<file path="config.mk">
export PLATFORM = sky130hd
export DESIGN_NAME = hbkd_lane
export DESIGN_NICKNAME = d
export VERILOG_FILES = /design/src/rtl/core/hbkd_pkg.sv /design/src/rtl/core/hbkd_lane.sv
export SDC_FILE = /design/constraint.sdc
export NUM_CORES = 1
export LEC_CHECK = 0
export ABC_AREA = 0
export BUFFER_PORTS_ARGS = -buffer_cell sky130_fd_sc_hd__buf_2
export CAP_MARGIN = 20
export CORE_MARGIN = 2
export CORE_UTILIZATION = 52
export DETAILED_ROUTE_END_ITERATION = 10
export PLACE_DENSITY = 0.82
export SYNTH_ARGS = -nofsm -noshare
export SYNTH_HDL_FRONTEND = slang
export SYNTH_SLANG_ARGS = --single-unit
</file>
<file path="constraint.sdc">
create_clock -name vclk -period 4.92
set_input_delay 0.738 -clock vclk [all_inputs]
set_output_delay 0.738 -clock vclk [all_outputs]
set_load 0.03 [all_outputs]
</file>
<file path="src/rtl/core/hbkd_pkg.sv">
// ----------------------------------------------------------------------------
// hbkd_pkg: shared types, constants and usage table
// Constants, event types and the HID usage to keycode map used by the
// boot keyboard diff unit.
// ----------------------------------------------------------------------------
package hbkd_pkg;

   localparam int KEY_SLOTS      = 6;
   localparam int SLOT_CAP       = 6;
   localparam int MOD_BITS       = 8;
   localparam int NUM_EVENTS     = MOD_BITS + 2 * KEY_SLOTS;

   localparam logic [7:0] USAGE_IGNORE_MAX = 8'h03;
   localparam logic [7:0] MOD_USAGE_BASE   = 8'hE0;
   localparam logic [7:0] KEYCODE_NONE     = 8'd0;

   typedef logic [7:0] usage_type;
   typedef usage_type [KEY_SLOTS-1:0] key_array_type;

   // one candidate event
   typedef struct packed {
      logic      valid;
      logic      down;
      usage_type code;
   } event_type;

   typedef event_type [NUM_EVENTS-1:0] event_vec_type;

   // hid usage to input keycode, zero where no mapping exists
   function automatic usage_type usage_map(input usage_type usage);
      usage_type code;
      case (usage)
         8'h04: code = 8'd30;  8'h05: code = 8'd48;  8'h06: code = 8'd46;
         8'h07: code = 8'd32;  8'h08: code = 8'd18;  8'h09: code = 8'd33;
         8'h0A: code = 8'd34;  8'h0B: code = 8'd35;  8'h0C: code = 8'd23;
         8'h0D: code = 8'd36;  8'h0E: code = 8'd37;  8'h0F: code = 8'd38;
         8'h10: code = 8'd50;  8'h11: code = 8'd49;  8'h12: code = 8'd24;
         8'h13: code = 8'd25;  8'h14: code = 8'd16;  8'h15: code = 8'd19;
         8'h16: code = 8'd31;  8'h17: code = 8'd20;  8'h18: code = 8'd22;
         8'h19: code = 8'd47;  8'h1A: code = 8'd17;  8'h1B: code = 8'd45;
         8'h1C: code = 8'd21;  8'h1D: code = 8'd44;
         8'h1E: code = 8'd2;   8'h1F: code = 8'd3;   8'h20: code = 8'd4;
         8'h21: code = 8'd5;   8'h22: code = 8'd6;   8'h23: code = 8'd7;
         8'h24: code = 8'd8;   8'h25: code = 8'd9;   8'h26: code = 8'd10;
         8'h27: code = 8'd11;  8'h28: code = 8'd28;  8'h29: code = 8'd1;
         8'h2A: code = 8'd14;  8'h2B: code = 8'd15;  8'h2C: code = 8'd57;
         8'h2D: code = 8'd12;  8'h2E: code = 8'd13;  8'h2F: code = 8'd26;
         8'h30: code = 8'd27;  8'h31: code = 8'd43;  8'h32: code = 8'd86;
         8'h33: code = 8'd39;  8'h34: code = 8'd40;  8'h35: code = 8'd41;
         8'h36: code = 8'd51;  8'h37: code = 8'd52;  8'h38: code = 8'd53;
         8'h39: code = 8'd58;  8'h3A: code = 8'd59;  8'h3B: code = 8'd60;
         8'h3C: code = 8'd61;  8'h3D: code = 8'd62;  8'h3E: code = 8'd63;
         8'h3F: code = 8'd64;  8'h40: code = 8'd65;  8'h41: code = 8'd66;
         8'h42: code = 8'd67;  8'h43: code = 8'd68;  8'h44: code = 8'd87;
         8'h45: code = 8'd88;  8'h46: code = 8'd99;  8'h47: code = 8'd70;
         8'h48: code = 8'd119; 8'h49: code = 8'd110; 8'h4A: code = 8'd102;
         8'h4B: code = 8'd104; 8'h4C: code = 8'd111; 8'h4D: code = 8'd107;
         8'h4E: code = 8'd109; 8'h4F: code = 8'd106; 8'h50: code = 8'd105;
         8'h51: code = 8'd108; 8'h52: code = 8'd103; 8'h53: code = 8'd69;
         8'h54: code = 8'd98;  8'h55: code = 8'd55;  8'h56: code = 8'd74;
         8'h57: code = 8'd78;  8'h58: code = 8'd96;  8'h59: code = 8'd79;
         8'h5A: code = 8'd80;  8'h5B: code = 8'd81;  8'h5C: code = 8'd75;
         8'h5D: code = 8'd76;  8'h5E: code = 8'd77;  8'h5F: code = 8'd71;
         8'h60: code = 8'd72;  8'h61: code = 8'd73;  8'h62: code = 8'd82;
         8'h63: code = 8'd83;  8'h65: code = 8'd139;
         8'hE0: code = 8'd29;  8'hE1: code = 8'd42;  8'hE2: code = 8'd56;
         8'hE3: code = 8'd125; 8'hE4: code = 8'd97;  8'hE5: code = 8'd54;
         8'hE6: code = 8'd100; 8'hE7: code = 8'd126;
         default: code = KEYCODE_NONE;
      endcase
      return code;
   endfunction

endpackage

</file>
<file path="src/rtl/core/hbkd_lane.sv">
// ----------------------------------------------------------------------------
// hbkd_lane: per-slot compare lane
// Finds the release of the old key and the press of the new key in one slot
// and maps both usages to keycodes.
// ----------------------------------------------------------------------------
module hbkd_lane (
   input  hbkd_pkg::usage_type     old_key,
   input  hbkd_pkg::usage_type     new_key,
   input  hbkd_pkg::key_array_type old_keys,
   input  hbkd_pkg::key_array_type new_keys,
   output hbkd_pkg::event_type     release_event,
   output hbkd_pkg::event_type     press_event
);

   logic                old_in_new;
   logic                new_in_old;
   hbkd_pkg::usage_type old_code;
   hbkd_pkg::usage_type new_code;

   // membership search across all slots
   always_comb begin
      old_in_new = 1'b0;
      new_in_old = 1'b0;
      for (int i = 0; i < hbkd_pkg::KEY_SLOTS; i++) begin
         if (new_keys[i] == old_key) old_in_new = 1'b1;
         if (old_keys[i] == new_key) new_in_old = 1'b1;
      end
   end

   assign old_code = hbkd_pkg::usage_map(old_key);
   assign new_code = hbkd_pkg::usage_map(new_key);

   // unmapped usages are dropped
   always_comb begin
      release_event.valid = (old_key > hbkd_pkg::USAGE_IGNORE_MAX) && !old_in_new &&
                            (old_code != hbkd_pkg::KEYCODE_NONE);
      release_event.down  = 1'b0;
      release_event.code  = old_code;
      press_event.valid   = (new_key > hbkd_pkg::USAGE_IGNORE_MAX) && !new_in_old &&
                            (new_code != hbkd_pkg::KEYCODE_NONE);
      press_event.down    = 1'b1;
      press_event.code    = new_code;
   end

endmodule

</file>
==> metrics.md <==
| Metric | Value |
|---|---|
| Status | `completed` |
| Pwr Density | `about 100 nW/um^2` |
| Post-route insts no fill | `733` |
| CP max FO | `13` |
| Hold buffer count at cts | `0` |
| Count leader, synth | `xnor2_1` |
| Pin count of the biggest net entering global routing | `63` |
| Hold Crit Class | `primary input to primary output` |
| Initial DRC Count | `579` |
| Fin area | `4350 um^2` |
| Chain of cells forming the critical path | `buf_2, inv_1, ha_1, and2_1, o31ai_1, a221oi_1, a311o_1, or4_1, o41a_1, buf_2` |
| Most used cell, CP | `buf_2` |
| Synth Area in Adders | `8.58%` |
| # nets final | `around 770` |
| Setup CP Type | `primary input to primary output` |
| Via density per instance | `6.32` |
| CLK BUF | `0` |
| Crit share post-route | `about nine tenths` |
| Die Span Y | `between 80 and 90 um` |
| Wire length per cell | `between 15 and 20 um` |
| First-pass GRT wire length | `20.1 mm` |
| Share of cells above drive strength 1 | `25.1%` |
| Vias in the first global route | `4121` |
| Largest family of logic cells by synthesized area | `simple AND/OR/NAND/NOR gates` |
| Synth Warn # | `0` |
| F_max | `231 MHz` |
| Total global routing overflow | `0` |
| Worst path max stage delay | `0.57 ns` |
| Crit path capture type | `primary output` |
| I/O Buffers | `130` |
| Synth Area in Simple Gates | `27.1%` |
| Core Area | `just over 7000 um^2` |
| Num rows | `31` |
| Mux cell area share after synthesis | `5.61%` |
| Peak VDD IR | `0.0800 mV` |
| Fin. Hold Viols | `0` |
| Synth Cell Area | `3790 um^2` |
| Syn Area/Cell | `6.88 um^2` |
| Compound-Gate Fraction of Synth Area | `27.1%` |
| Routed via count | `about 4600` |
| Area grow syn2layout | `14.8%` |
| Post-place instance area | `4350 um^2` |
| Synth top area share | `15.0%` |
| Max-capacitance violation count | `0` |
| Setup total negative slack | `0 ns` |
| Cells after Synth | `551` |
| Reg area | `0 um^2` |
| Slew Viols, Final | `0` |
| Post-synth net total | `689` |
| Distinct cells, synth | `65` |
| RSZ-0062 raised after global routing | `no` |
| Slew HR | `between 20% and 30%` |
| Worst Hold End | `release_event[7]` |
| Post-CTS setup buffers | `0` |
| I/O pin count | `132` |
| Hold depth | `4` |
| Leak Pwr | `0.00184 uW` |
| Area contributors post-synth | `xnor2_1, ha_1, xor2_1, nand2_1, buf_2` |
| Sequential cell count | `0` |
| Design Power | `424 uW` |
| Critical path's slowest cell | `or4_1` |
| # diodes | `0` |
| CTS resizes | `0` |
| CP Data Required Time | `4.18 ns` |
| Total wire length | `13.0 mm` |
| Placed cell count | `733` |
| Hold path start | `old_key[6]` |
| Routability cong. | `~1.0` |
| Final ANT Viol Nets | `0` |
| Post-synthesis sequential area ratio | `0%` |
| Final setup viols | `0` |
| Chip Width | `between 80 and 90 um` |
| Cell accounting for the most synthesized area | `xnor2_1` |
| 1st-pass router iterations | `6` |
| Tmin final | `4.33 ns` |
| Crit path DAT | `3.59 ns` |
| Drc violations | `0` |
| DPL Wire Length | `about 9.7 mm` |
| GRT Overall Usage | `30.9%` |
| Slew @ Worst Pin | `1.05 ns` |
| Total die area | `7990 um^2` |
| Post-synth top cells | `xnor2_1, nand2_1, xor2_1` |
| Initial antenna violation count | `0` |
| Initial Util | `53.1%` |
| Synth Area in XOR/XNOR | `22.6%` |
| Worst Setup Start Kind | `primary input` |
## layout make-up
class / instances / area, um^2
tap: 99 / 124
multi-input combinational: 480 / 3460
inverter: 16 / 60.1
fill: 692 / 2790
timing repair buffer: 138 / 711
## routing by layer
metal | wire [um] | up-vias | share of wire (%) | GRT usage (%)
met5 | 0 | - | 0 | 0
met2 | 5920 | 306 | 45 | 50.2
met3 | 1410 | 48 | 11 | 4.71
met4 | 413 | 0 | 3.2 | 9.09
met1 | 5300 | 2094 | 41 | 42.1
li1 | - | 2182 | - | -
## logic make-up (layout without fill, tap and decap cells)
family | count (synthesis) | after routing
compound gates | 143 | 143
xor+xnor | 98 | 98
fa+ha+maj | 26 | 26
buf+inv | 71 | 154
mux | 17 | 17
other cells | 2 | 2
simple gates | 194 | 194
## power breakdown
| part | total [uW] | internal, uW | switching, uW | leakage, uW |
|---|---|---|---|---|
| registers | 0 | 0 | 0 | 0 |
| clock network | 0 | 0 | 0 | 0 |
| logic | 424 | 173 | 251 | 0.00184 |
| total | 424 | 173 | 251 | 0.00184 |
## worst max-delay path, delay by kind of cell
family | cells | cell delay (ns)
AND/OR/NAND/NOR | 2 | 0.78
buffers and inverters | 3 | 0.65
adder cells (fa/ha/maj) | 1 | 0.34
AO/OA/AOI/OAI | 4 | 1.08
## worst max path at each step
stage	depth (start not counted)	startpoint	slack, ns	end
after floorplan	11	old_key[0]	0.22	release_event[9]
after global placement	10	old_key[0]	0.75	release_event[9]
after CTS	10	old_key[0]	0.64	release_event[9]
after global routing	10	old_key[0]	0.46	release_event[9]
after detailed placement	10	old_key[0]	0.66	release_event[9]
final	10	old_key[0]	0.59	release_event[9]
## placed cells by master (no fill, tap or decap), types with 4 or more instances in the layout
cell,instances
a211o_1,8
a211oi_1,6
a21oi_1,24
a311oi_1,4
a31oi_1,9
and2_1,8
and3_1,4
buf_2,130
buf_4,8
ha_1,26
inv_1,15
mux2_2,4
mux2i_1,10
nand2_1,45
nand2b_1,15
nand3_1,14
nand3b_1,4
nand4_1,23
nor2_1,29
nor2b_1,9
nor3_1,10
nor4_1,13
o2111ai_1,7
o211ai_1,13
o21ai_0,24
o311ai_0,4
o31ai_1,5
or2_2,7
xnor2_1,65
xor2_1,33
## through the flow
step / setup WS [ns] / util [%] / hold slack (ns)
after floorplan: 0.221 / - / 1.67
after global placement: 0.748 / 61.0 / 2.09
after detailed placement: 0.661 / 61.0 / 2.10
after CTS: 0.643 / 61.0 / 2.10
after global routing: 0.456 / 61.0 / 2.12
final: 0.590 / 61.0 / 2.11
(Power assumes the default switching activity.)
