`src/rtl/core/hbkd_pkg.sv`:
```
// ----------------------------------------------------------------------------
// hbkd_pkg: shared types, constants and usage table
// Constants, event types and the HID usage to keycode map used by the
// boot keyboard diff unit.
// ----------------------------------------------------------------------------
package hbkd_pkg;

   localparam int KEY_SLOTS      = 6;
   localparam int SLOT_CAP       = 6;
   localparam int MOD_BITS       = 8;
   localparam int NUM_EVENTS     = MOD_BITS + 2 * KEY_SLOTS;

   localparam logic [7:0] USAGE_IGNORE_MAX = 8'h03;
   localparam logic [7:0] MOD_USAGE_BASE   = 8'hE0;
   localparam logic [7:0] KEYCODE_NONE     = 8'd0;

   typedef logic [7:0] usage_type;
   typedef usage_type [KEY_SLOTS-1:0] key_array_type;

   // one candidate event
   typedef struct packed {
      logic      valid;
      logic      down;
      usage_type code;
   } event_type;

   typedef event_type [NUM_EVENTS-1:0] event_vec_type;

   // hid usage to input keycode, zero where no mapping exists
   function automatic usage_type usage_map(input usage_type usage);
      usage_type code;
      case (usage)
         8'h04: code = 8'd30;  8'h05: code = 8'd48;  8'h06: code = 8'd46;
         8'h07: code = 8'd32;  8'h08: code = 8'd18;  8'h09: code = 8'd33;
         8'h0A: code = 8'd34;  8'h0B: code = 8'd35;  8'h0C: code = 8'd23;
         8'h0D: code = 8'd36;  8'h0E: code = 8'd37;  8'h0F: code = 8'd38;
         8'h10: code = 8'd50;  8'h11: code = 8'd49;  8'h12: code = 8'd24;
         8'h13: code = 8'd25;  8'h14: code = 8'd16;  8'h15: code = 8'd19;
         8'h16: code = 8'd31;  8'h17: code = 8'd20;  8'h18: code = 8'd22;
         8'h19: code = 8'd47;  8'h1A: code = 8'd17;  8'h1B: code = 8'd45;
         8'h1C: code = 8'd21;  8'h1D: code = 8'd44;
         8'h1E: code = 8'd2;   8'h1F: code = 8'd3;   8'h20: code = 8'd4;
         8'h21: code = 8'd5;   8'h22: code = 8'd6;   8'h23: code = 8'd7;
         8'h24: code = 8'd8;   8'h25: code = 8'd9;   8'h26: code = 8'd10;
         8'h27: code = 8'd11;  8'h28: code = 8'd28;  8'h29: code = 8'd1;
         8'h2A: code = 8'd14;  8'h2B: code = 8'd15;  8'h2C: code = 8'd57;
         8'h2D: code = 8'd12;  8'h2E: code = 8'd13;  8'h2F: code = 8'd26;
         8'h30: code = 8'd27;  8'h31: code = 8'd43;  8'h32: code = 8'd86;
         8'h33: code = 8'd39;  8'h34: code = 8'd40;  8'h35: code = 8'd41;
         8'h36: code = 8'd51;  8'h37: code = 8'd52;  8'h38: code = 8'd53;
         8'h39: code = 8'd58;  8'h3A: code = 8'd59;  8'h3B: code = 8'd60;
         8'h3C: code = 8'd61;  8'h3D: code = 8'd62;  8'h3E: code = 8'd63;
         8'h3F: code = 8'd64;  8'h40: code = 8'd65;  8'h41: code = 8'd66;
         8'h42: code = 8'd67;  8'h43: code = 8'd68;  8'h44: code = 8'd87;
         8'h45: code = 8'd88;  8'h46: code = 8'd99;  8'h47: code = 8'd70;
         8'h48: code = 8'd119; 8'h49: code = 8'd110; 8'h4A: code = 8'd102;
         8'h4B: code = 8'd104; 8'h4C: code = 8'd111; 8'h4D: code = 8'd107;
         8'h4E: code = 8'd109; 8'h4F: code = 8'd106; 8'h50: code = 8'd105;
         8'h51: code = 8'd108; 8'h52: code = 8'd103; 8'h53: code = 8'd69;
         8'h54: code = 8'd98;  8'h55: code = 8'd55;  8'h56: code = 8'd74;
         8'h57: code = 8'd78;  8'h58: code = 8'd96;  8'h59: code = 8'd79;
         8'h5A: code = 8'd80;  8'h5B: code = 8'd81;  8'h5C: code = 8'd75;
         8'h5D: code = 8'd76;  8'h5E: code = 8'd77;  8'h5F: code = 8'd71;
         8'h60: code = 8'd72;  8'h61: code = 8'd73;  8'h62: code = 8'd82;
         8'h63: code = 8'd83;  8'h65: code = 8'd139;
         8'hE0: code = 8'd29;  8'hE1: code = 8'd42;  8'hE2: code = 8'd56;
         8'hE3: code = 8'd125; 8'hE4: code = 8'd97;  8'hE5: code = 8'd54;
         8'hE6: code = 8'd100; 8'hE7: code = 8'd126;
         default: code = KEYCODE_NONE;
      endcase
      return code;
   endfunction

endpackage

```
`src/rtl/core/hbkd_if.sv`:
```


// key event channel
interface hbkd_rsp_if;
   logic       valid;
   logic       ready;
   logic       key_down;
   logic [7:0] keycode;
   logic       last_event;

   modport source (output valid, key_down, keycode, last_event, input ready);
   modport sink   (input valid, key_down, keycode, last_event, output ready);
endinterface


```
`src/rtl/core/hbkd_event_queue.sv`:
```
// ----------------------------------------------------------------------------
// hbkd_event_queue: event merge and serializer
// Holds the candidate events of one report and sends the pending ones in
// order, one beat per cycle while the sink is ready, flagging the final one.
// ----------------------------------------------------------------------------
module hbkd_event_queue (
   input  logic                    clock,
   input  logic                    reset,
   input  logic                    load,
   input  hbkd_pkg::event_vec_type load_events,
   output logic                    free,
   hbkd_rsp_if.source              rsp_bus
);

   localparam int N = hbkd_pkg::NUM_EVENTS;

   logic [N-1:0]        mask_ff, mask_in;
   logic [N-1:0]        down_ff, down_in;
   hbkd_pkg::usage_type code_ff [N];
   hbkd_pkg::usage_type code_in [N];
   logic [N-1:0]        pick;
   logic                pop;
   logic                sel_down;
   hbkd_pkg::usage_type sel_code;

   // lowest pending event goes first
   assign pick = mask_ff & (~mask_ff + {{(N-1){1'b0}}, 1'b1});
   assign pop  = rsp_bus.valid && rsp_bus.ready;

   always_comb begin
      sel_down = 1'b0;
      sel_code = '0;
      for (int i = 0; i < N; i++) begin
         if (pick[i]) begin
            sel_down = sel_down | down_ff[i];
            sel_code = sel_code | code_ff[i];
         end
      end
   end

   assign rsp_bus.valid      = |mask_ff;
   assign rsp_bus.key_down   = sel_down;
   assign rsp_bus.keycode    = sel_code;
   assign rsp_bus.last_event = ((mask_ff & ~pick) == '0);

   // free once the final beat leaves
   assign free = !rsp_bus.valid || (pop && rsp_bus.last_event);

   // next queue contents
   always_comb begin
      mask_in = mask_ff;
      down_in = down_ff;
      for (int i = 0; i < N; i++) code_in[i] = code_ff[i];
      if (load) begin
         for (int i = 0; i < N; i++) begin
            mask_in[i] = load_events[i].valid;
            down_in[i] = load_events[i].down;
            code_in[i] = load_events[i].code;
         end
      end else if (pop) begin
         mask_in = mask_ff & ~pick;
      end
   end

   always_ff @(posedge clock) begin
      if (reset) begin
         mask_ff <= '0;
      end else begin
         mask_ff <= mask_in;
      end
   end

   always_ff @(posedge clock) begin
      down_ff <= down_in;
      for (int i = 0; i < N; i++) code_ff[i] <= code_in[i];
   end

endmodule

```
`src/flat_wrapper.sv`:
```
// flat-port wrapper written by rule: the top's interface ports become plain ports
module hbkd_event_queue_flat 
  (clock, reset, load, load_events, free, rsp_bus_valid, rsp_bus_key_down, rsp_bus_keycode, rsp_bus_last_event, rsp_bus_ready);
  hbkd_rsp_if rsp_bus_i ();
  input  logic clock;
  input  logic reset;
  input  logic load;
  input  hbkd_pkg::event_vec_type load_events;
  output logic free;
  output wire logic [$bits(rsp_bus_i.valid)-1:0] rsp_bus_valid;
  output wire logic [$bits(rsp_bus_i.key_down)-1:0] rsp_bus_key_down;
  output wire logic [$bits(rsp_bus_i.keycode)-1:0] rsp_bus_keycode;
  output wire logic [$bits(rsp_bus_i.last_event)-1:0] rsp_bus_last_event;
  input wire logic [$bits(rsp_bus_i.ready)-1:0] rsp_bus_ready;
  assign rsp_bus_valid = rsp_bus_i.valid;
  assign rsp_bus_key_down = rsp_bus_i.key_down;
  assign rsp_bus_keycode = rsp_bus_i.keycode;
  assign rsp_bus_last_event = rsp_bus_i.last_event;
  assign rsp_bus_i.ready = rsp_bus_ready;
  hbkd_event_queue u_core (.clock(clock), .reset(reset), .load(load), .load_events(load_events), .free(free), .rsp_bus(rsp_bus_i));
endmodule
```
`config.mk`:
```
export PLATFORM = sky130hd
export DESIGN_NAME = hbkd_event_queue_flat
export DESIGN_NICKNAME = d
export VERILOG_FILES = /design/src/rtl/core/hbkd_pkg.sv /design/src/rtl/core/hbkd_if.sv /design/src/rtl/core/hbkd_event_queue.sv /design/src/flat_wrapper.sv
export SDC_FILE = /design/constraint.sdc
export NUM_CORES = 1
export LEC_CHECK = 0
export BUFFER_PORTS_ARGS = -buffer_cell sky130_fd_sc_hd__buf_2
export CAP_MARGIN = 15
export CELL_PAD_IN_SITES_DETAIL_PLACEMENT = 0
export CELL_PAD_IN_SITES_GLOBAL_PLACEMENT = 1
export CORE_MARGIN = 1.5
export CORE_UTILIZATION = 38
export DETAILED_ROUTE_END_ITERATION = 16
export PLACE_DENSITY_LB_ADDON = 0.1
export SYNTH_ARGS = -nofsm -noshare
export SYNTH_HDL_FRONTEND = slang
export SYNTH_SLANG_ARGS = --single-unit
```
`constraint.sdc`:
```
create_clock -name clock -period 2.36 [get_ports clock]
set_input_delay 0.118 -clock clock [delete_from_list [all_inputs] [get_ports clock]]
set_output_delay 0.118 -clock clock [all_outputs]
set_load 0.01 [all_outputs]
```
==> results.toml, run 1 <==
[synth]
netlist_instances = 522
synth-edff-count = 180
synth_top_area_share_pct = 68.74
yosysSeqAreaShare_pct = 73.83
async_flop_share_pct = 0
synth_area_leaders = "edfxtp_1 69%, dfxtp_1 5.1%, a22oi_1 4.1%"
ys_types = 50
syn_nets = 726
synth-main-ff-cell = "edfxtp_1"
ys_seq_elements = 200
synth_area_per_cell_um2 = 15.06
yosys.area.top_type = "edfxtp_1"
ys_warn_count = 0
netlist_area_um2 = 7864

[pwr]
pwr-share-clk_pct = 35.5
ir_drop_v = 0.0004374
p_per_area_nw_per_um2 = 680.2
sequentialPowerShare_pct = 49.3
p_sw_w = 0.002186
p_int_w = 0.006432
p_leak_nw = 4.936
sw_frac_of_total_pct = 25.37
combPwrFrac_pct = 15.2

[timing]
max_slew_margin_pct = 56.44
finalMaxSlewViolations = 0
hold_violations = 0
period_minus_slack_ps = 2795
finalCritPeriodShare_pct = 118.4
rsz0062_at_grt = "yes"
worst_slew_pin_slew_ps = 653.4
finalSetupViolCount = 11
finalClockSkew_ps = 11.62
fmaxAchievable_ghz = 0.3578
finalWorstSetupSlack_ps = -434.9

[run]
drv_cap = 0

[place]
dp_hpwl_um = 16110
gp_congestion = 0.8413
place_area_um2 = 9652
io_buffer_count = 215

[critical_path]
arrival_ps = 2680
worst-path-max-fanout = 3
critPathLaunchType = "flip-flop"
critPathCaptureType = "output port"
worstReg2RegStart = "u_core.mask_ff[4]"
max_stage_delay_ps = 550
critPathKind = "flip-flop to output port"
path_buf_inv = 3
cp-startpoint = "u_core.mask_ff[6]"
crit_required_ps = 2240
cpMostUsedCell = "buf_6"
crit_chain = "buf_6 > buf_6 > or4_1 > o31a_1 > or4_4 > nor3b_4 > a21bo_1 > buf_2"
cp_top_family = "simple AND/OR/NAND/NOR gates"
slowest_stage = "or4_4"

[die]
start_util_pct = 38.86
core.rowCount = 52
die_h_um = 146.9
core_um2 = 20230
die_area_um2 = 21570
dieWidth_um = 146.9
io_pins = 216

[final_layout]
layout-drive-gt1-share_pct = 37.60
fin_area_um2 = 12670
area_delta_synth_final_pct = 61.11
final_cell_mix = "206 x buf_2, 200 x dlygate4sd3_1, 180 x edfxtp_1"
layout_commonest_cell = "buf_2"
final_core_utilization_pct = 62.61
nets = 1191
n_fill_cell = 1547

[clocking]
clkSlewWorstSetupHoldPaths_ps = 80
numCtsBuffers = 17
clk_latency_ps = 430
cts_sinks = 200
cts_tree = "done"
clk_path_buf_depth = 2
ctsHtreeMaxLevel = 4
cts_root_buffer = "clkbuf_16"

[detailed_routing]
num_vias = 6503
wl_per_cell_um = 19.19
via_per_inst = 5.108
first_pass_iters = 6
routed_wl_um = 24430
drt_iter0_drc = 437
ant_nets = 0
drc = 0

[status]
violations = "setup timing"
outcome = "finished, violations left"

[worst_hold_path]
hp-class = "primary input to flip-flop"
hp-start = "load"

[grt]
grt-ovfl-total = 0
antenna_found_initial = 3
grt_pass1_vias = 6879
grt_pass1_wl_um = 36830
grt_usage_pct = 22.69
grt_max_degree = 119
[what timing repair did]
action | CTS | global route
setup buffers | 3 | 3
gates resized for setup | 48 | 33
pin swaps | 21 | 13
hold buffers | 200 | 0
hold endpoints to repair | 200 | 0
setup endpoints to repair | 13 | 16
[power by group through the flow]
stage               sequential (W)  combinational (W)  clock, W
detailed placement         0.00432           0.000908         0
global route               0.00428            0.00140   0.00327
CTS                        0.00425            0.00124   0.00312
finish                     0.00425            0.00131   0.00306
global placement           0.00432           0.000901         0
floorplan                  0.00429           0.000386         0
[metal layers]
metal  vias to the layer above  share of wire (%)  GRT usage, %
met5                         -                  0             0
met4                         0                1.8         7.273
met3                        37                5.3         4.224
met2                       241                 51         39.29
met1                      3145                 42         28.77
li1                       3080                  -             -
[path summary, 6_finish.rpt]
kind | end | slack, ps | depth (start not counted)
setup / recovery | free | -430 | 8
hold / removal | u_core.down_ff[2] | 80 | 1
hold reg to reg | u_core.mask_ff[12] | 580 | 2
setup reg to reg | u_core.mask_ff[10] | 110 | 8
[worst reg2reg max path, cell delays in order, from the launching register on]
cell and delay [ps]:
dfxtp_2 320, or4_4 590, nor3_4 240, buf_6 160
buf_4 160, a31oi_2 180, a311oi_1 380, a21oi_1 70
nor2_1 90
[stage by stage]
step                TNS (ps)  total power [W]  setup WS (ps)  hold slack [ps]  cells
floorplan             -60.25         0.004680         -60.25            216.9    522
global placement      -344.6         0.005222         -148.1            294.3   1035
detailed placement    -277.6         0.005232         -70.80            296.1   1035
CTS                    -4364         0.008608         -435.6            71.50   1270
global route           -5124         0.008958         -538.9            67.24   1273
finish                 -3836         0.008618         -434.9            79.84   1273
[logic make-up (layout without fill, tap and decap cells)]
group / after synthesis / in the layout / share of synthesized area, %
flip-flops: 200 / 200 / 73.83
AO/OA/AOI/OAI: 146 / 146 / 14.32
AND/OR/NAND/NOR: 130 / 130 / 9.244
buffers and inverters: 45 / 523 / 2.482
adder cells (fa/ha/maj): 1 / 1 / 0.1273
other: 0 / 3 / 0
[cell usage after synthesis, drive strengths merged, types with 3 or more instances]
master	instances
a21oi	24
a22oi	43
nand2	39
buf	7
a221o	3
nand4	5
a211oi	3
a221oi	7
or4	6
a22o	5
a32oi	9
o211ai	9
o221ai	11
clkbuf	29
a222oi	9
nor2b	3
nor2	20
a311oi	3
and3	13
inv	9
o21ai	3
nor4	11
dfxtp	20
edfxtp	180
a32o	3
nand3	17
nor3b	4
nor3	5
[area by class of cell]
cell class	count	area, um2	area share, %
sequential	200	5818	45.92
timing repair buffer	482	3710	29.28
multi-input combinational	277	2123	16.76
clock buffer	17	425.4	3.358
tap	270	337.8	2.666
clock inverter	15	214.0	1.689
inverter	9	33.78	0.2666
antenna	3	7.507	0.05925
[state kept, by name (all words and copies together), names as in the netlist]
name / cells
u_core.code_ff: 160
u_core.down_ff: 20
u_core.mask_ff: 20
Power figures use the tool's default switching activity.
==> run 2, diff against run 1 <==
--- a/config.mk
+++ b/config.mk
@@ -13,6 +13,7 @@
 export CORE_UTILIZATION = 38
 export DETAILED_ROUTE_END_ITERATION = 16
 export PLACE_DENSITY_LB_ADDON = 0.1
+export RECOVER_POWER = 100
 export SYNTH_ARGS = -nofsm -noshare
 export SYNTH_HDL_FRONTEND = slang
 export SYNTH_SLANG_ARGS = --single-unit
==> run 2 against run 1 <==
  * The flow still finishes with violations (setup timing)
  * Critical endpoint unchanged
  * Clock-buffer cell count is the same
  * Via count barely moved
  * Non-clock buffer count unchanged
  * Setup slack better by 3.3 ps
  * Maximum frequency grew 0.12%
==> results.toml, run 2 (synthesis results as in run 1) <==
[timing]
fmaxAchievable_ghz = 0.3582
finalCritPeriodShare_pct = 118.3
max_slew_margin_pct = 14.50
finalSetupViolCount = 11
rsz0062_at_grt = "yes"
finalClockSkew_ps = 11.74
hold_violations = 0
finalMaxSlewViolations = 0
period_minus_slack_ps = 2792
finalWorstSetupSlack_ps = -431.6
worst_slew_pin_slew_ps = 1282

[detailed_routing]
routed_wl_um = 24420
drc = 0
via_per_inst = 5.104
drt_iter0_drc = 501
wl_per_cell_um = 19.18
ant_nets = 0
num_vias = 6497
first_pass_iters = 5

[die]
core_um2 = 20230
io_pins = 216
core.rowCount = 52
dieWidth_um = 146.9
start_util_pct = 38.86
die_h_um = 146.9
die_area_um2 = 21570

[clocking]
numCtsBuffers = 17
clk_path_buf_depth = 2
cts_tree = "done"
ctsHtreeMaxLevel = 4
cts_sinks = 200
clk_latency_ps = 430
clkSlewWorstSetupHoldPaths_ps = 80
cts_root_buffer = "clkbuf_16"

[grt]
grt_usage_pct = 22.69
grt_pass1_vias = 6879
grt-ovfl-total = 0
grt_pass1_wl_um = 36830
antenna_found_initial = 3
grt_max_degree = 119

[final_layout]
reg_top3 = "u_core.code_ff: 160 flops, u_core.down_ff: 20 flops, u_core.mask_ff: 20 flops"
largest_reg_flops = 160
layout_commonest_cell = "dlygate4sd3_1"
final_cell_mix = "200 x dlygate4sd3_1, 195 x buf_2, 180 x edfxtp_1"
area_delta_synth_final_pct = 60.54
nets = 1191
final_core_utilization_pct = 62.39
fin_area_um2 = 12620
layout-drive-gt1-share_pct = 36.40
n_fill_cell = 1561
top_register = "u_core.code_ff"

[critical_path]
worst-path-max-fanout = 3
critPathLaunchType = "flip-flop"
arrival_ps = 2670
critPathKind = "flip-flop to output port"
r2r_setup_slack_ps = 80
critPathCaptureType = "output port"
crit_required_ps = 2240
r2r_cells = 8

[place]
gp_congestion = 0.8413
post-place-ws_ps = -70.80
place_area_um2 = 9652
dp_hpwl_um = 16110
io_buffer_count = 215

[pwr]
p_leak_nw = 4.891
total_power_w = 0.008616
p_per_area_nw_per_um2 = 682.5
ir_drop_v = 0.0004389

[worst_hold_path]
hp-class = "primary input to flip-flop"
hold-path-cell-count = 2

[status]
outcome = "finished, violations left"
violations = "setup timing"

[run]
drv_cap = 0
[run 2: changes by cell type in the layout (fill, tap and decap cells not counted), sizes merged]
cell / change
buf: -12
clkbuf: +12
[run 2: final cells by class]
type	count	area, um2	share of cell area, %
well taps	270	337.8	2.676
clock inverters	15	214.0	1.695
clock buffers	17	425.4	3.370
inverters	9	33.78	0.2676
flip-flops and latches	200	5818	46.09
multi-input cells	277	2123	16.82
repair buffers	482	3665	29.03
diodes	3	7.507	0.05946
[run 2: power by group]
part	switching [W]	internal (W)	total [W]
Sequential	0.0000992	0.00416	0.00426
Combinational	0.000596	0.000704	0.00130
Clock	0.00149	0.00157	0.00306
Total	0.00219	0.00643	0.00862
[run 2: per-layer routing]
metal	track usage [%]	share of wire (%)	up-vias
met4	7.273	1.7	0
met1	28.77	42	3161
met3	4.224	5.1	37
met2	39.29	51	226
met5	0	0	-
li1	-	-	3073
[run 2: worst max-delay path: stages (launching register included)]
cell and delay (ps):
dfxtp_2 330, buf_6 130, buf_6 120, or4_1 530
o31a_1 120, or4_4 550, nor3b_4 220, a21bo_1 130
buf_2 120
[run 2: worst paths after layout]
check | startpoint | to
min reg2reg | u_core.mask_ff[12] | u_core.mask_ff[12]
min | reset | u_core.mask_ff[18]
max reg2reg | u_core.mask_ff[10] | u_core.mask_ff[10]
max | u_core.mask_ff[6] | free
[run 2: through the flow]
stage                     TNS [ps]  hold slack (ps)  std cells
after global placement      -344.6            294.3       1035
after CTS                    -4364            71.50       1270
after detailed placement    -277.6            296.1       1035
after floorplan             -60.25            216.9        522
final                        -3907            101.1       1273
after global routing         -5151            102.7       1273
[run 2: repair_timing]
action | in CTS | in global routing
endpoints found under the setup margin | 13 | 16
hold buffers | 200 | 0
pin swaps | 21 | 13
gates resized for setup | 48 | 33
endpoints found under the hold margin | 200 | 0
buffers inserted | 3 | 3
==> run 3, diff against run 2 <==
--- a/config.mk
+++ b/config.mk
@@ -12,7 +12,7 @@
 export CORE_MARGIN = 1.5
 export CORE_UTILIZATION = 38
 export DETAILED_ROUTE_END_ITERATION = 16
-export PLACE_DENSITY_LB_ADDON = 0.1
+export PLACE_DENSITY = 0.85
 export RECOVER_POWER = 100
 export SYNTH_ARGS = -nofsm -noshare
 export SYNTH_HDL_FRONTEND = slang
==> run 3 against run 2 <==
  * The run ends with capacitance limit, slew limit, setup timing left
  * Largest power group unchanged
  * First-iteration DRC count grew 4.0%
  * Critical path depth is the same
  * Sequential power is essentially flat
  * Non-clock buffer count grew 15
  * Global-route usage grew 1.2 points
  * Utilization shrank 0.65 points
  * Critical endpoint unchanged
  * Via count grew 2.2%
==> results.toml, run 3 (synthesis results as in run 1) <==
[status]
outcome = "finished, violations left"
violations = "capacitance limit, slew limit, setup timing"

[detailed_routing]
first_pass_iters = 5
drt_iter0_drc = 521
via_per_inst = 5.167
routed_wl_um = 25760
ant_nets = 0
num_vias = 6640
wl_per_cell_um = 20.05
drc = 0

[final_layout]
area_delta_synth_final_pct = 58.87
final_cell_mix = "200 x dlygate4sd3_1, 185 x buf_2, 180 x edfxtp_1"
antenna_cells = 0
largest_reg_flops = 160
layout_commonest_cell = "dlygate4sd3_1"
reg_top3 = "u_core.code_ff: 160 flops, u_core.down_ff: 20 flops, u_core.mask_ff: 20 flops"
n_fill_cell = 1503
nets = 1206
top_register = "u_core.code_ff"
final_core_utilization_pct = 61.74
layout-drive-gt1-share_pct = 33.40

[clocking]
clk_latency_ps = 420
ctsHtreeMaxLevel = 4
cts_tree = "done"
clkSlewWorstSetupHoldPaths_ps = 70
cts_sinks = 200
cts_root_buffer = "clkbuf_16"
numCtsBuffers = 17
clk_path_buf_depth = 2

[place]
io_buffer_count = 215
dp_hpwl_um = 16050
post-place-ws_ps = -73.65
gp_congestion = 0.9356

[grt]
antenna_found_initial = 0
grt-ovfl-total = 0
grt_max_degree = 74
grt_usage_pct = 23.85
grt_pass1_wl_um = 38490
grt_pass1_vias = 6957

[critical_path]
critPathCaptureType = "output port"
crit_required_ps = 2240
critPathKind = "flip-flop to output port"
worst-path-max-fanout = 3
critPathLaunchType = "flip-flop"
arrival_ps = 2710

[pwr]
sw_frac_of_total_pct = 25.21
pwr-share-clk_pct = 33.6
p_per_area_nw_per_um2 = 667.4
p_leak_nw = 4.821
combPwrFrac_pct = 15.3
ir_drop_v = 0.0004555
p_sw_w = 0.002102
sequentialPowerShare_pct = 51.1
p_int_w = 0.006236

[die]
die_h_um = 146.9
die_area_um2 = 21570
start_util_pct = 38.86
dieWidth_um = 146.9
io_pins = 216
core.rowCount = 52
core_um2 = 20230

[timing]
finalMaxSlewViolations = 30
period_minus_slack_ps = 2830
finalSetupViolCount = 119
fmaxAchievable_ghz = 0.3533
finalCritPeriodShare_pct = 119.9
hold_violations = 0
max_slew_margin_pct = -6.362
rsz0062_at_grt = "yes"
finalClockSkew_ps = 5.242
finalWorstSetupSlack_ps = -470.3
worst_slew_pin_slew_ps = 1595

[run]
drv_cap = 1

[worst_hold_path]
hp-class = "primary input to flip-flop"
==> run 3: cell type report <==
class | count | area [um2] | area share [%]
sequential | 200 | 5814 | 46.54
timing repair buffer | 497 | 3721 | 29.78
multi-input combinational | 277 | 2023 | 16.19
clock buffer | 18 | 429.2 | 3.435
tap | 270 | 337.8 | 2.704
clock inverter | 14 | 133.9 | 1.072
inverter | 9 | 33.78 | 0.2704
==> run 3: through the flow <==
stage | total power, W | instance area, um2 | hold WS (ps) | std cells | TNS, ps
after floorplan | 0.004680 | 7873 | 216.9 | 522 | -60.25
after global placement | 0.005244 | 9754 | 295.2 | 1047 | -171.7
after detailed placement | 0.005256 | 9754 | 296.1 | 1047 | -239.3
after CTS | 0.008290 | 12430 | 76.98 | 1283 | -4537
after global routing | 0.008625 | 12490 | 96.42 | 1285 | -28240
final | 0.008338 | 12490 | 92.09 | 1285 | -10100
==> run 3: power groups by stage <==
stage / clock network (W) / registers (W) / logic [W]
floorplan: 0 / 0.00429 / 0.000386
global placement: 0 / 0.00432 / 0.000929
detailed placement: 0 / 0.00432 / 0.000933
CTS: 0.00282 / 0.00425 / 0.00122
global route: 0.00298 / 0.00428 / 0.00136
finish: 0.00280 / 0.00426 / 0.00128
==> run 3: worst paths after layout <==
kind | startpoint | end | slack (ps) | cells past startpoint
hold / removal | reset | u_core.mask_ff[19] | 90 | 2
setup reg to reg | u_core.mask_ff[4] | u_core.mask_ff[10] | 80 | 10
hold reg to reg | u_core.mask_ff[12] | u_core.mask_ff[12] | 550 | 2
setup / recovery | u_core.mask_ff[4] | free | -470 | 8
==> run 3: routing by layer <==
layer  vias to the layer above  track usage, %  part of all wire [%]
met4                         0           8.384                   2.5
li1                       3116               -                     -
met1                      3165           30.45                    41
met3                        42           4.410                   6.6
met2                       317           40.75                    50
met5                         -               0                     0
==> run 3: worst max-delay path, stage by stage (launching register included) <==
cell and delay [ps]:
dfxtp_2 320, or4_4 570, nor3_4 250, buf_4 150, a21boi_2 40, or4_4 500, nor3b_4 210, a21bo_1 130
buf_2 110
==> run 3: timing repair <==
action	in CTS	in global routing
endpoints found under the setup margin	13	16
gates cloned	0	1
gates resized for setup	22	24
pin swaps	8	8
setup buffers	4	1
hold buffers	200	0
endpoints found under the hold margin	200	0
